$ cat src/kernel_correlate_3x3_macros.svh
// Assertion macros shared by the 3x3 kernel correlator modules
`ifndef KERNEL_CORRELATE_3X3_MACROS_SVH
`define KERNEL_CORRELATE_3X3_MACROS_SVH

// Same-cycle implication, off while reset is held
`define KC3_ASSERT_NOW(label, clk, rst_n, ante, cons, msg) \
    label: assert property (@(posedge clk) disable iff (!rst_n) (ante) |-> (cons)) \
        else $error(msg);

// Next-cycle implication, off while reset is held
`define KC3_ASSERT_NEXT(label, clk, rst_n, ante, cons, msg) \
    label: assert property (@(posedge clk) disable iff (!rst_n) (ante) |=> (cons)) \
        else $error(msg);

`endif

$ cat src/kc3_pkg.sv
// Types, sizes and register codes for the 3x3 kernel correlator
package kc3_pkg;

    localparam int MAX_WIDTH    = 2048;
    localparam int COL_W        = $clog2(MAX_WIDTH);
    localparam int TAPS         = 3;
    localparam int PIX_W        = 8;
    localparam int COEF_W       = 16;
    localparam int CFG_W        = TAPS * COEF_W;
    localparam int WIDTH_W      = 12;
    localparam int HEIGHT_W     = 13;
    localparam int HEIGHT_LIMIT = 4096;
    localparam int GEOM_W       = (COL_W + 1 > WIDTH_W) ? COL_W + 1 : WIDTH_W;
    localparam int IN_ROW_W     = 13;
    localparam int OUT_ROW_W    = 12;
    localparam int PROD_W       = COEF_W + PIX_W;
    localparam int ROW_W        = PROD_W + 2;
    localparam int SUM_W        = 28;
    localparam int CFG_IDX_W    = 3;

    localparam logic [CFG_IDX_W-1:0] REG_COEF_TOP    = 3'd0;
    localparam logic [CFG_IDX_W-1:0] REG_COEF_MID    = 3'd1;
    localparam logic [CFG_IDX_W-1:0] REG_COEF_BOTTOM = 3'd2;
    localparam logic [CFG_IDX_W-1:0] REG_FRAME_WIDTH = 3'd3;
    localparam logic [CFG_IDX_W-1:0] REG_FRAME_HGT   = 3'd4;
    localparam logic [CFG_IDX_W-1:0] REG_FLIP_KERNEL = 3'd5;

    localparam logic [CFG_W-1:0]    COEF_MID_RESET = 48'h0000_0100_0000;
    localparam logic [WIDTH_W-1:0]  WIDTH_RESET    = 12'd2048;
    localparam logic [HEIGHT_W-1:0] HEIGHT_RESET   = 13'd1024;

    typedef logic [PIX_W-1:0] t_pix;
    typedef t_pix [TAPS-1:0][TAPS-1:0] t_win;

    typedef struct packed {
        logic [PIX_W-1:0] pixel;
        logic             fill;
    } t_in_word;

    typedef struct packed {
        logic signed [SUM_W-1:0] weighted_sum;
        logic                    frame_last;
    } t_out_word;

    // Per-item position flags: where the result's neighbourhood sits in the frame
    typedef struct packed {
        logic emit;
        logic last;
        logic top_ok;
        logic bot_ok;
        logic left_ok;
        logic right_ok;
    } t_pos_flags;

endpackage

$ cat src/kc3_mac.sv
// Coefficient select, border masking, nine products and the adder tree
module kc3_mac (
    input  logic                      i_clk,
    input  logic                      i_rst_n,
    input  logic                      i_adv,
    input  logic                      i_valid,
    input  kc3_pkg::t_pos_flags       i_flags,
    input  kc3_pkg::t_win             i_win,
    input  logic [kc3_pkg::CFG_W-1:0] i_coef_top,
    input  logic [kc3_pkg::CFG_W-1:0] i_coef_mid,
    input  logic [kc3_pkg::CFG_W-1:0] i_coef_bottom,
    input  logic                      i_flip,
    output logic                      o_valid,
    output kc3_pkg::t_out_word        o_word
);
    import kc3_pkg::*;

    logic signed [PROD_W-1:0] n_prod [TAPS][TAPS];
    logic signed [PROD_W-1:0] r_prod [TAPS][TAPS];
    logic signed [ROW_W-1:0]  n_row [TAPS];
    logic signed [ROW_W-1:0]  r_row [TAPS];
    logic                     r_s3_valid, r_s3_last, r_s4_valid, r_s4_last;

    always_comb begin
        logic [1:0]                     kr;
        logic [1:0]                     kc;
        logic [CFG_W-1:0]               coef_row;
        logic signed [COEF_W-1:0]       coef;
        t_pix                           px;
        logic                           keep;
        logic signed [COEF_W+PIX_W:0]   full;
        for (int r = 0; r < TAPS; r++) begin
            for (int c = 0; c < TAPS; c++) begin
                kr = i_flip ? 2'(TAPS - 1 - r) : 2'(r);
                kc = i_flip ? 2'(TAPS - 1 - c) : 2'(c);
                if (kr == 2'd0) begin
                    coef_row = i_coef_top;
                end else if (kr == 2'd1) begin
                    coef_row = i_coef_mid;
                end else begin
                    coef_row = i_coef_bottom;
                end
                coef = coef_row[kc*COEF_W +: COEF_W];
                // drop neighbours outside the frame
                keep = !((r == 0 && !i_flags.top_ok) || (r == TAPS - 1 && !i_flags.bot_ok)
                      || (c == 0 && !i_flags.left_ok) || (c == TAPS - 1 && !i_flags.right_ok));
                px   = keep ? i_win[r][c] : '0;
                full = coef * $signed({1'b0, px});
                n_prod[r][c] = full[PROD_W-1:0];
            end
        end
    end

    always_comb begin
        for (int r = 0; r < TAPS; r++) begin
            n_row[r] = ROW_W'(r_prod[r][0]) + ROW_W'(r_prod[r][1]) + ROW_W'(r_prod[r][2]);
        end
    end

    always_ff @(posedge i_clk) begin
        if (!i_rst_n) begin
            r_s3_valid <= 1'b0;
            r_s4_valid <= 1'b0;
        end else if (i_adv) begin
            r_s3_valid <= i_valid;
            r_s4_valid <= r_s3_valid;
        end
    end

    always_ff @(posedge i_clk) begin
        if (i_adv) begin
            r_prod    <= n_prod;
            r_s3_last <= i_flags.last;
            r_row     <= n_row;
            r_s4_last <= r_s3_last;
        end
    end

    assign o_valid             = r_s4_valid;
    assign o_word.weighted_sum = SUM_W'(r_row[0]) + SUM_W'(r_row[1]) + SUM_W'(r_row[2]);
    assign o_word.frame_last   = r_s4_last;

endmodule

$ cat config.mk
export PLATFORM = sky130hd
export DESIGN_NAME = kc3_mac
export DESIGN_NICKNAME = d
export VERILOG_FILES = /design/src/kernel_correlate_3x3_macros.svh /design/src/kc3_pkg.sv /design/src/kc3_mac.sv
export SDC_FILE = /design/constraint.sdc
export NUM_CORES = 2
export LEC_CHECK = 0
export ABC_AREA = 1
export CELL_PAD_IN_SITES_DETAIL_PLACEMENT = 2
export CELL_PAD_IN_SITES_GLOBAL_PLACEMENT = 2
export CORE_ASPECT_RATIO = 0.9
export CORE_MARGIN = 2
export CORE_UTILIZATION = 40
export CTS_CLUSTER_DIAMETER = 50
export DETAILED_ROUTE_END_ITERATION = 10
export DONT_BUFFER_PORTS = 1
export PLACE_DENSITY = 0.85
export SKIP_LAST_GASP = 1
export SLEW_MARGIN = 20
export SYNTH_ARGS = -nofsm -noshare
export SYNTH_HDL_FRONTEND = slang
export SYNTH_SLANG_ARGS = --single-unit
$ cat constraint.sdc
create_clock -name i_clk -period 5.17 [get_ports i_clk]
set_input_delay 0 -clock i_clk [delete_from_list [all_inputs] [get_ports i_clk]]
set_output_delay 0 -clock i_clk [all_outputs]
set_load 0.02 [all_outputs]
==> results by group <==
Run status
  – Outcome: finished, violations left
  – Failing checks: hold timing, slew limit, setup timing

STA
  – Hold slack: -0.0303 ns
  – Setup violators final: 8
  – Worst Tran Pin Value: between 1.5 and 2 ns
  – Setup Skew: 0.0503 ns
  – Min cycle time layout: approximately 5.6 ns
  – Setup WS post-layout: -0.455 ns
  – Rel. slew slack: -0.0821
  – Slew Viols, Final: 86
  – Final Hold Viols: 3
  – Max Fclk: 0.178 GHz
  – Fin crit share: 1.09

Clock network
  – Clock sink total: 298
  – Clk_lat worst skew: 0.66 ns
  – Root Buffer: clkbuf_16
  – Max clock buf depth: 3
  – Htree depth: 2
  – TritonCTS Buffers: 47
  – CTS tree: yes
  – Worst-path clk slew: approximately 0.070 ns

Setup path
  – CP arrival: roughly 6.0 ns
  – Path type of the worst setup path: input pin to flop
  – Crit-path max FO: 256
  – Worst setup EP type: flop
  – Startpoint types: input pin
  – Crit path required time: between 5 and 6 ns

GRT
  – GRT overflow: 0
  – Tot GR Track Use: 0.374
  – Vias in the first global route: 70000
  – Initial antenna violation count: 32
  – First-pass GRT wire length: 453000 um
  – Largest net degree at the start of global routing: 300

Logic synthesis
  – Main synth FF type: edfxtp_1
  – Ys async rst share: 0
  – Syn avg cell area: 7.57 um^2
  – Net Count, Synth: 10000
  – Netlist cell types: 36
  – Number of synthesized flops with an enable pin: between 200 and 300
  – Syn Inst Count: roughly 8300
  – Post-Syn Area: 0.0627 mm^2
  – Sequential area share after synthesis: 0.142
  – YS warnings: 0
  – Flops & latches, synth: 298

Routing
  – WL final: roughly 300000 um
  – Vias/cell: 5.68
  – Detailed Routing Iterations Pass 1: 6
  – Routed wire per std cell: ~29 um
  – Iteration-0 DRC count of the detailed router: 4644
  – DRC viols: 0
  – Via count: approximately 59000
  – DRT antenna net count: 0

Cells and area
  – Share of cells above drive strength 1: 0.0442
  – Fillers: 18200
  – Design Area, Final: 0.0673 mm^2
  – Final nets: 10100
  – Area growth from synthesis to layout: 7.25%

Placement
  – Placed cell area: 0.0651 mm^2
  – DP HPWL: 216000 um
  – PortBufs: 0
  – Gpl congestion: 0.934
  – Place WS: 0.0545 ns

Power and ir drop
  – Power Density: 679 mW/mm^2
  – Leak: 0.0370 uW
  – Overall power: approximately 46000 uW
  – Max IR drop VDD: 521 uV

Die
  – Height of the chip: 380 um
  – Starting Density: 0.404
  – Core Box Area: 0.155 mm^2
  – Floorplan row count: 137
  – Die Wd: between 400 and 500 um
  – Die area: 0.160 mm^2
  – I/O Pins: 257

Min path
  – Type of the worst min-delay path: input pin to flop

Run
  – Max-cap violations: 0
## path summary, 6_finish.rpt
path | startpoint | end | slack, ns | depth (start not counted)
worst min-delay path | i_adv | r_prod[84] | -0.03 | 2
worst max register to register | r_prod[168] | r_row[63] | 1.46 | 13
worst min register to register | r_s3_last | r_s4_last | 0.43 | 0
worst max-delay path | i_flip | r_prod[94] | -0.46 | 18
## synth_stat cells, types with 15 or more instances
library cell	count	area share
a21oi_1	218	0.017
buf_2	20	0.0016
buf_4	15	0.0018
clkbuf_1	68	0.0041
edfxtp_1	296	0.14
fa_1	1002	0.32
ha_1	521	0.10
inv_1	2120	0.13
inv_2	93	0.0056
nand2_1	2139	0.13
nand3_1	289	0.023
nand3b_1	20	0.0024
nand4_1	69	0.0069
nor2_1	889	0.053
nor3_1	32	0.0026
o21ai_0	68	0.0054
o21ai_2	120	0.017
o21bai_1	15	0.0018
xnor2_1	49	0.0068
xor2_1	133	0.019
## layout make-up
cell class                 count  area (um^2)  area share
multi-input combinational   5645        44900       0.667
sequential                   298         8930       0.133
inverter                    2221         8340       0.124
tap                         2085         2610      0.0388
clock buffer                  50         1190      0.0176
timing repair buffer          90          833      0.0124
clock inverter                37          448     0.00666
antenna                       16         40.0    0.000595
## stage by stage
step / util / setup TNS [ns] / std cells
2_1_floorplan: - / 0 / 8282
3_3_place_gp: 0.419 / 0 / 10300
3_5_place_dp: 0.419 / 0 / 10300
4_1_cts: 0.432 / 0 / 10400
5_1_grt: 0.433 / -0.0703 / 10400
6_report: 0.433 / -1.80 / 10400
## state kept, by name (all words and copies together), names as in the netlist
signal / flops
o_valid: 1
r_prod: 216
r_row: 78
r_s3_last: 1
r_s3_valid: 1
r_s4_last: 1
## cell usage in the layout (no fill, tap or decap), types with 3 or more instances in the layout
| cell type | count |
|---|---|
| clkinvlp_4 | 5 |
| inv_6 | 11 |
| a21oi_1 | 218 |
| fa_1 | 1001 |
| inv_1 | 2119 |
| xnor2_1 | 49 |
| nor2_1 | 888 |
| xor2_1 | 133 |
| o211ai_1 | 8 |
| o21bai_1 | 15 |
| nor3_1 | 32 |
| a21boi_0 | 3 |
| buf_4 | 48 |
| o21ai_0 | 68 |
| nor4_1 | 8 |
| and2_1 | 11 |
| o21a_1 | 9 |
| inv_2 | 93 |
| a21oi_2 | 8 |
| nand3b_1 | 20 |
| clkbuf_1 | 3 |
| or2_2 | 14 |
| clkbuf_16 | 47 |
| ha_1 | 521 |
| dlygate4sd3_1 | 39 |
| bufinv_16 | 6 |
| a21o_1 | 8 |
| edfxtp_1 | 296 |
| or2_1 | 8 |
| nand2_1 | 2138 |
| diode_2 | 16 |
| clkinv_4 | 5 |
| clkinv_1 | 13 |
| o21ai_2 | 120 |
| nand3_1 | 289 |
| buf_16 | 3 |
| nand4_1 | 69 |
## where the power goes
| group | internal (uW) | total [uW] | switching (uW) | leakage [uW] |
|---|---|---|---|---|
| Sequential | 4650 | 5680 | 1030 | 0.00290 |
| Combinational | 9850 | 36400 | 26600 | 0.0333 |
| Clock | 2020 | 3580 | 1570 | 0.000785 |
## kinds of logic (layout without fill, tap and decap cells)
logic type	count (synthesis)	in the layout	share of synthesized area
AOI/OAI and AO/OA	459	459	0.0460
other	0	16	0
buffers and inverters	2339	2398	0.142
and+or+nand+nor	3481	3481	0.220
xor gates and xnor gates	182	182	0.0254
adders and majority gates	1523	1523	0.424
DFF	298	298	0.142
## metal layers
layer / vias to the layer above / routed length (um) / track usage
met2: 2767 / 148000 / 0.645
met5: - / 110 / 0
met4: 16 / 23200 / 0.239
met1: 30700 / 110000 / 0.418
met3: 1278 / 21700 / 0.0781
li1: 24500 / - / -
## critical path: stages
cell     delay, ns
o21ai_2       0.87
nor2_1        0.24
inv_1         0.25
fa_1          0.58
fa_1          0.60
inv_1         0.09
fa_1          0.59
inv_1         0.08
fa_1          0.50
inv_1         0.11
ha_1          0.44
nand2_1       0.24
nor2_1        0.23
inv_1         0.11
nor3_1        0.38
nand2_1       0.20
nand3_1       0.11
nand2_1       0.08
## timing repair
item / CTS / global route
hold endpoints to repair: 316 / 98
hold buffers: 38 / 4
setup endpoints to repair: 0 / 11
gates resized for setup: 0 / 4
setup buffers: 0 / 4
(Power assumes the default switching activity.)
