--- config.mk ---
export PLATFORM = sky130hd
export DESIGN_NAME = kc3_ctrl
export DESIGN_NICKNAME = d
export VERILOG_FILES = /design/src/kc3_pkg.sv /design/src/kc3_ctrl.sv
export VERILOG_INCLUDE_DIRS = /design/src /design/src/src
export SDC_FILE = /design/constraint.sdc
export NUM_CORES = 1
export LEC_CHECK = 0
export BUFFER_PORTS_ARGS = -buffer_cell sky130_fd_sc_hd__buf_2
export CAP_MARGIN = 20
export CORE_MARGIN = 8
export CORE_UTILIZATION = 36
export CTS_CLUSTER_SIZE = 24
export DETAILED_ROUTE_END_ITERATION = 10
export GPL_TIMING_DRIVEN = 0
export SYNTH_ARGS = -nofsm -noshare
export SYNTH_HDL_FRONTEND = slang
export SYNTH_SLANG_ARGS = --single-unit
--- constraint.sdc ---
create_clock -name i_clk -period 4.55 [get_ports i_clk]
set_clock_uncertainty 0.2 [all_clocks]
set_input_delay 0.6825 -clock i_clk [delete_from_list [all_inputs] [get_ports i_clk]]
set_output_delay 0.6825 -clock i_clk [all_outputs]
set_load 0.05 [all_outputs]
--- src/kernel_correlate_3x3_macros.svh ---
// Assertion macros shared by the 3x3 kernel correlator modules
`ifndef KERNEL_CORRELATE_3X3_MACROS_SVH
`define KERNEL_CORRELATE_3X3_MACROS_SVH

// Same-cycle implication, off while reset is held
`define KC3_ASSERT_NOW(label, clk, rst_n, ante, cons, msg) \
    label: assert property (@(posedge clk) disable iff (!rst_n) (ante) |-> (cons)) \
        else $error(msg);

// Next-cycle implication, off while reset is held
`define KC3_ASSERT_NEXT(label, clk, rst_n, ante, cons, msg) \
    label: assert property (@(posedge clk) disable iff (!rst_n) (ante) |=> (cons)) \
        else $error(msg);

`endif

--- src/kc3_pkg.sv ---
// Types, sizes and register codes for the 3x3 kernel correlator
package kc3_pkg;

    localparam int MAX_WIDTH    = 2048;
    localparam int COL_W        = $clog2(MAX_WIDTH);
    localparam int TAPS         = 3;
    localparam int PIX_W        = 8;
    localparam int COEF_W       = 16;
    localparam int CFG_W        = TAPS * COEF_W;
    localparam int WIDTH_W      = 12;
    localparam int HEIGHT_W     = 13;
    localparam int HEIGHT_LIMIT = 4096;
    localparam int GEOM_W       = (COL_W + 1 > WIDTH_W) ? COL_W + 1 : WIDTH_W;
    localparam int IN_ROW_W     = 13;
    localparam int OUT_ROW_W    = 12;
    localparam int PROD_W       = COEF_W + PIX_W;
    localparam int ROW_W        = PROD_W + 2;
    localparam int SUM_W        = 28;
    localparam int CFG_IDX_W    = 3;

    localparam logic [CFG_IDX_W-1:0] REG_COEF_TOP    = 3'd0;
    localparam logic [CFG_IDX_W-1:0] REG_COEF_MID    = 3'd1;
    localparam logic [CFG_IDX_W-1:0] REG_COEF_BOTTOM = 3'd2;
    localparam logic [CFG_IDX_W-1:0] REG_FRAME_WIDTH = 3'd3;
    localparam logic [CFG_IDX_W-1:0] REG_FRAME_HGT   = 3'd4;
    localparam logic [CFG_IDX_W-1:0] REG_FLIP_KERNEL = 3'd5;

    localparam logic [CFG_W-1:0]    COEF_MID_RESET = 48'h0000_0100_0000;
    localparam logic [WIDTH_W-1:0]  WIDTH_RESET    = 12'd2048;
    localparam logic [HEIGHT_W-1:0] HEIGHT_RESET   = 13'd1024;

    typedef logic [PIX_W-1:0] t_pix;
    typedef t_pix [TAPS-1:0][TAPS-1:0] t_win;

    typedef struct packed {
        logic [PIX_W-1:0] pixel;
        logic             fill;
    } t_in_word;

    typedef struct packed {
        logic signed [SUM_W-1:0] weighted_sum;
        logic                    frame_last;
    } t_out_word;

    // Per-item position flags: where the result's neighbourhood sits in the frame
    typedef struct packed {
        logic emit;
        logic last;
        logic top_ok;
        logic bot_ok;
        logic left_ok;
        logic right_ok;
    } t_pos_flags;

endpackage

--- src/kc3_ctrl.sv ---
// Position counters: input column/row, output column/row, border flags
`include "kernel_correlate_3x3_macros.svh"
module kc3_ctrl (
    input  logic                          i_clk,
    input  logic                          i_rst_n,
    input  logic                          i_acc,
    input  logic [kc3_pkg::WIDTH_W-1:0]   i_frame_width,
    input  logic [kc3_pkg::HEIGHT_W-1:0]  i_frame_height,
    output logic [kc3_pkg::COL_W-1:0]     o_col,
    output kc3_pkg::t_pos_flags           o_flags
);
    import kc3_pkg::*;

    logic [GEOM_W-1:0]    w_eff;
    logic [HEIGHT_W-1:0]  h_eff;
    logic [COL_W-1:0]     r_in_col, n_in_col, r_out_col, n_out_col;
    logic [IN_ROW_W-1:0]  r_in_row, n_in_row;
    logic [OUT_ROW_W-1:0] r_out_row, n_out_row;
    logic                 in_wrap, out_col_end, out_row_end, emit, last;

    // Clamp geometry into the supported range
    always_comb begin
        if (i_frame_width == '0) begin
            w_eff = GEOM_W'(1);
        end else if (GEOM_W'(i_frame_width) > GEOM_W'(MAX_WIDTH)) begin
            w_eff = GEOM_W'(MAX_WIDTH);
        end else begin
            w_eff = GEOM_W'(i_frame_width);
        end
        if (i_frame_height == '0) begin
            h_eff = HEIGHT_W'(1);
        end else if (i_frame_height > HEIGHT_W'(HEIGHT_LIMIT)) begin
            h_eff = HEIGHT_W'(HEIGHT_LIMIT);
        end else begin
            h_eff = i_frame_height;
        end
    end

    assign in_wrap     = (GEOM_W'(r_in_col) + GEOM_W'(1)) >= w_eff;
    assign out_col_end = (GEOM_W'(r_out_col) + GEOM_W'(1)) >= w_eff;
    assign out_row_end = (HEIGHT_W'(r_out_row) + HEIGHT_W'(1)) >= h_eff;
    assign emit = (r_in_row >= IN_ROW_W'(2))
               || (r_in_row == IN_ROW_W'(1) && r_in_col != '0);
    assign last = emit && out_col_end && out_row_end;

    always_comb begin
        n_in_col  = r_in_col;
        n_in_row  = r_in_row;
        n_out_col = r_out_col;
        n_out_row = r_out_row;
        if (in_wrap) begin
            n_in_col = '0;
            n_in_row = r_in_row + IN_ROW_W'(1);
        end else begin
            n_in_col = r_in_col + COL_W'(1);
        end
        if (emit) begin
            if (last) begin
                // frame done: rewind everything for the next frame
                n_in_col  = '0;
                n_in_row  = '0;
                n_out_col = '0;
                n_out_row = '0;
            end else if (out_col_end) begin
                n_out_col = '0;
                n_out_row = r_out_row + OUT_ROW_W'(1);
            end else begin
                n_out_col = r_out_col + COL_W'(1);
            end
        end
    end

    always_ff @(posedge i_clk) begin
        if (!i_rst_n) begin
            r_in_col  <= '0;
            r_in_row  <= '0;
            r_out_col <= '0;
            r_out_row <= '0;
        end else if (i_acc) begin
            r_in_col  <= n_in_col;
            r_in_row  <= n_in_row;
            r_out_col <= n_out_col;
            r_out_row <= n_out_row;
        end
    end

    assign o_col            = r_in_col;
    assign o_flags.emit     = emit;
    assign o_flags.last     = last;
    assign o_flags.top_ok   = r_out_row != '0;
    assign o_flags.bot_ok   = !out_row_end;
    assign o_flags.left_ok  = r_out_col != '0;
    assign o_flags.right_ok = !out_col_end;

    `KC3_ASSERT_NEXT(a_last_rewinds, i_clk, i_rst_n, i_acc && last, r_in_col == '0 && r_in_row == '0 && r_out_col == '0 && r_out_row == '0, "frame end did not rewind the counters")
    `KC3_ASSERT_NEXT(a_row_end_wraps, i_clk, i_rst_n, i_acc && emit && out_col_end, r_out_col == '0, "output column did not wrap at row end")

endmodule

==> impl_results.md <==
* Diode count at 0
* Crit path max-delay cell type: or3_4
* Max-Slew Margin vs Limit at 55.46%
* MaxCap Viol Count at 0
* CP most frequent cell: buf_6
* R2r startpoint: o_col[5]$_SDFFE_PN0P_
* Clock Sinks at 47
* Crit path DAT at 3.47 ns
* Post-synthesis sequential area ratio at 23.90%
* Synth-to-Final Area Change at 15.80%
* Synth warn at 0
* Placed instance area at 0.004332 sq mm
* PD cells at 186.1 mW/mm^2
* Post-synthesis mux area share at less than 1%
* Mapped Nets at between 500 and 600
* Max FO, Critical Path at 18
* Hold Path Origin: r_in_row[12]$_SDFFE_PN0P_
* Tot GR Track Use at roughly 15%
* Yosys reg bits at 47
* Top cells by count, synth: nand2_1, dfxtp_1, ha_1
* Syn avg cell area at between 7 and 8 sq um
* Clock-pin slew on the worst setup and hold paths at 0.09 ns
* Setup crit start kind: register
* Initial antenna violation count at 0
* Pwr Total at 0.0008483 W
* I/O Pins at 45
* Die X-Extent at around 120 microns
* Area leader, netlist: dfxtp_1
* Ys async rst share at 0%
* Full die area at 0.01454 sq mm
* Avg WL per Cell at between 15 and 20 microns
* Largest net degree at the start of global routing at 19
* Slew Viols, Final at 0
* Synth Area in Adders at 14.62%
* Hold Path Class: register to register
* Outcome: completed
* Synth unique cells at 53
* GRT Residual Overflow at 0
* Routability cong. at 0.8813
* Share of the synthesized area in the top cell type at 23.90%
* Final min period at 4.353 ns
* NumNets Final at 633
* Layout cell share with drive strength beyond 1 at 16.43%
* CP Cell Sequence: nand3_4 > or2_4 > or3_4 > xnor2_1 > ha_1 > nand4_1 > or3_1 > o32a_1 > and2_1 > buf_6 > nor3_2 > buf_4 > buf_6
* Area share of xor/xnor cells in the synthesized design at 6.230%
* Clock Latency Late Sink at around 0.30 ns
* Main combinational cell family by area after synthesis: simple AND/OR/NAND/NOR gates
* Num CTS Buffers at 5
* Slowest stage delay, CP at 0.42 ns
* Via count at a little under 4k
* FF-to-FF path depth at 13
* Cell family with most CP delay: simple AND/OR/NAND/NOR gates
* First-pass GRT wire length at about 18 mm
* Synth Cell Area at 0.003936 sq mm
* Most common cell in the netlist: nand2_1
* Worst slew pin tran at about 0.65 ns
* TritonCTS clock tree: done
* Dpl ws at -0.1063 ns
* Number of remaining DRC errors at 0
* Worst path depth at 13
* Ys flop type: dfxtp_1
* WS Path Type: register to output port
* H-tree depth at 2
* Core ar. at 0.01075 sq mm
* Fin worst setup slack at roughly 0.20 ns
* Unrepaired setup endpoints after global routing: no
* Compound-gate portion of the synthesized area at 23.30%
* Part of the cycle the worst path needs at 95.66%
* Synth Instances at around 500
* Die H at 120.6 microns
* Worst vdd ir at 0.0001188 V
* Worst Path Buf+Inv at 3
* Starting DRT DRC Count at 259
* Via-per-instance ratio at 5.563
* Clk root buf: clkbuf_8
* Routed WL at 10.82 mm
* Reg-to-Reg End: o_col[8]$_SDFFE_PN0P_
* DRT Pass-1 Iters at 4
* Critical Path End Type: output port
* IO Port Bufs at 44
* Reg2Reg Setup Slack at 0.72 ns
* Final instance area at 0.004558 sq mm
* Synth top area cells: dfxtp_1, ha_1, nand2_1, a21oi_1, nand3_1
* Post-route ant nets at 0
* Leak at ~1.9 nW
* FP Rows at 38
* Final setup viols at 0
* WP data required at 3.67 ns
* Worst Hold Path EP: r_in_row[12]$_SDFFE_PN0P_
* Max Fclk at 229.7 MHz
* Synth Area in Simple Gates at 25.37%
* Vias in the first global route at 3,867
* Hold Violations, Final at 0
* Hold Path Depth at 2
* CTS max path bufs at 2
* Post-synth EDFFs at 0
* Worst-case hold slack at approximately 0.3 ns
* Initial Util at 36.63%
* Final Core Density at a little over two fifths
* Hpwl dp at 8.338 mm
[worst max path at each step]
| stage | from | endpoint | slack, ns |
|---|---|---|---|
| floorplan | r_out_col[2]$_SDFFE_PN0P_ | o_flags[4] | 0.24 |
| global placement | r_out_col[2]$_SDFFE_PN0P_ | o_flags[4] | -0.09 |
| detailed placement | r_out_row[0]$_SDFFE_PN0P_ | o_flags[4] | -0.11 |
| CTS | r_out_row[0]$_SDFFE_PN0P_ | o_flags[4] | 0.01 |
| global route | r_out_row[1]$_SDFFE_PN0P_ | o_flags[4] | 0.02 |
| finish | r_out_col[0]$_SDFFE_PN0P_ | o_flags[4] | 0.20 |
[flip-flops by register name (all words and copies together), names as in the netlist]
signal,cells
r_in_row,13
r_out_row,12
o_col,11
r_out_col,11
[layer usage]
layer / global-route usage, % / up-vias / part of all wire, %
li1: - / 1974 / -
met1: 18.47 / 1822 / 47
met2: 25.91 / 88 / 48
met3: 2.051 / 10 / 4.1
met4: 3.903 / 0 / 0.98
met5: 0 / - / 0
[stage by stage]
stage	cells	setup TNS, ns
final	700	0
after global routing	700	0
after CTS	696	0
after detailed placement	688	-0.1339
after global placement	688	-0.09259
after floorplan	504	0
[cells by family after synthesis]
logic type,Yosys count
AND/OR/NAND/NOR,194
AO/OA/AOI/OAI,133
buffers and inverters,54
flip-flops,47
adder cells (fa/ha/maj),46
XOR/XNOR,28
multiplexers,2
[power by group]
part           total, W  switching (W)  internal (W)
clock          0.000326       0.000148      0.000178
combinational  0.000107      0.0000691     0.0000379
sequential     0.000415     0.00000377      0.000411
total          0.000848       0.000221      0.000627
[layout by cell type, fill, tap and decap left out, types with 3 or more instances in the layout]
cell        n
a2111oi_0   4
a21boi_0    8
a21o_1      8
a21oi_1    41
a31oi_1     4
and2_1      9
and3_1      6
and4_1      3
buf_2      49
buf_4       9
buf_6       3
clkbuf_1   17
clkbuf_8    6
dfxtp_1    41
dfxtp_2     3
dfxtp_4     3
ha_1       46
inv_1      21
nand2_1    57
nand2b_1    3
nand3_1    33
nand4_1     7
nor2_1     18
nor3_1     16
nor4_1     11
nor4b_1     3
o211ai_1    7
o21a_1     11
o21ai_0    13
o22ai_1     3
o311ai_1    8
o31ai_1    11
or3_1      10
or4_1       9
xnor2_1    17
xor2_1     11
[timing repair]
| action | 4_1_cts | 5_1_grt |
|---|---|---|
| endpoints found under the setup margin | 3 | 2 |
| resized for setup | 17 | 6 |
| buffers inserted | 2 | 4 |
| hold buffers | 0 | 0 |
| pin swaps | 0 | 1 |
[worst register-to-register path: cells and delay by family (launching register included)]
family / cells / cell delay, ns
adder cells (fa/ha/maj): 1 / 0.29
buffers and inverters: 3 / 0.87
AO/OA/AOI/OAI: 6 / 1.31
AND/OR/NAND/NOR: 2 / 0.51
flip-flops: 1 / 0.34
XOR/XNOR: 1 / 0.26
[cell type report]
| cell class | instances | area, sq um |
|---|---|---|
| multi-input cells | 403 | 2805 |
| well taps | 140 | 175.2 |
| inverters | 22 | 82.58 |
| clock buffers | 6 | 82.58 |
| plain buffers | 30 | 150.1 |
| flip-flops and latches | 47 | 955.9 |
| clock inverters | 2 | 35.03 |
| repair buffers | 50 | 271.5 |
| fillers | 1137 | 6187 |
(Power assumes the default switching activity.)
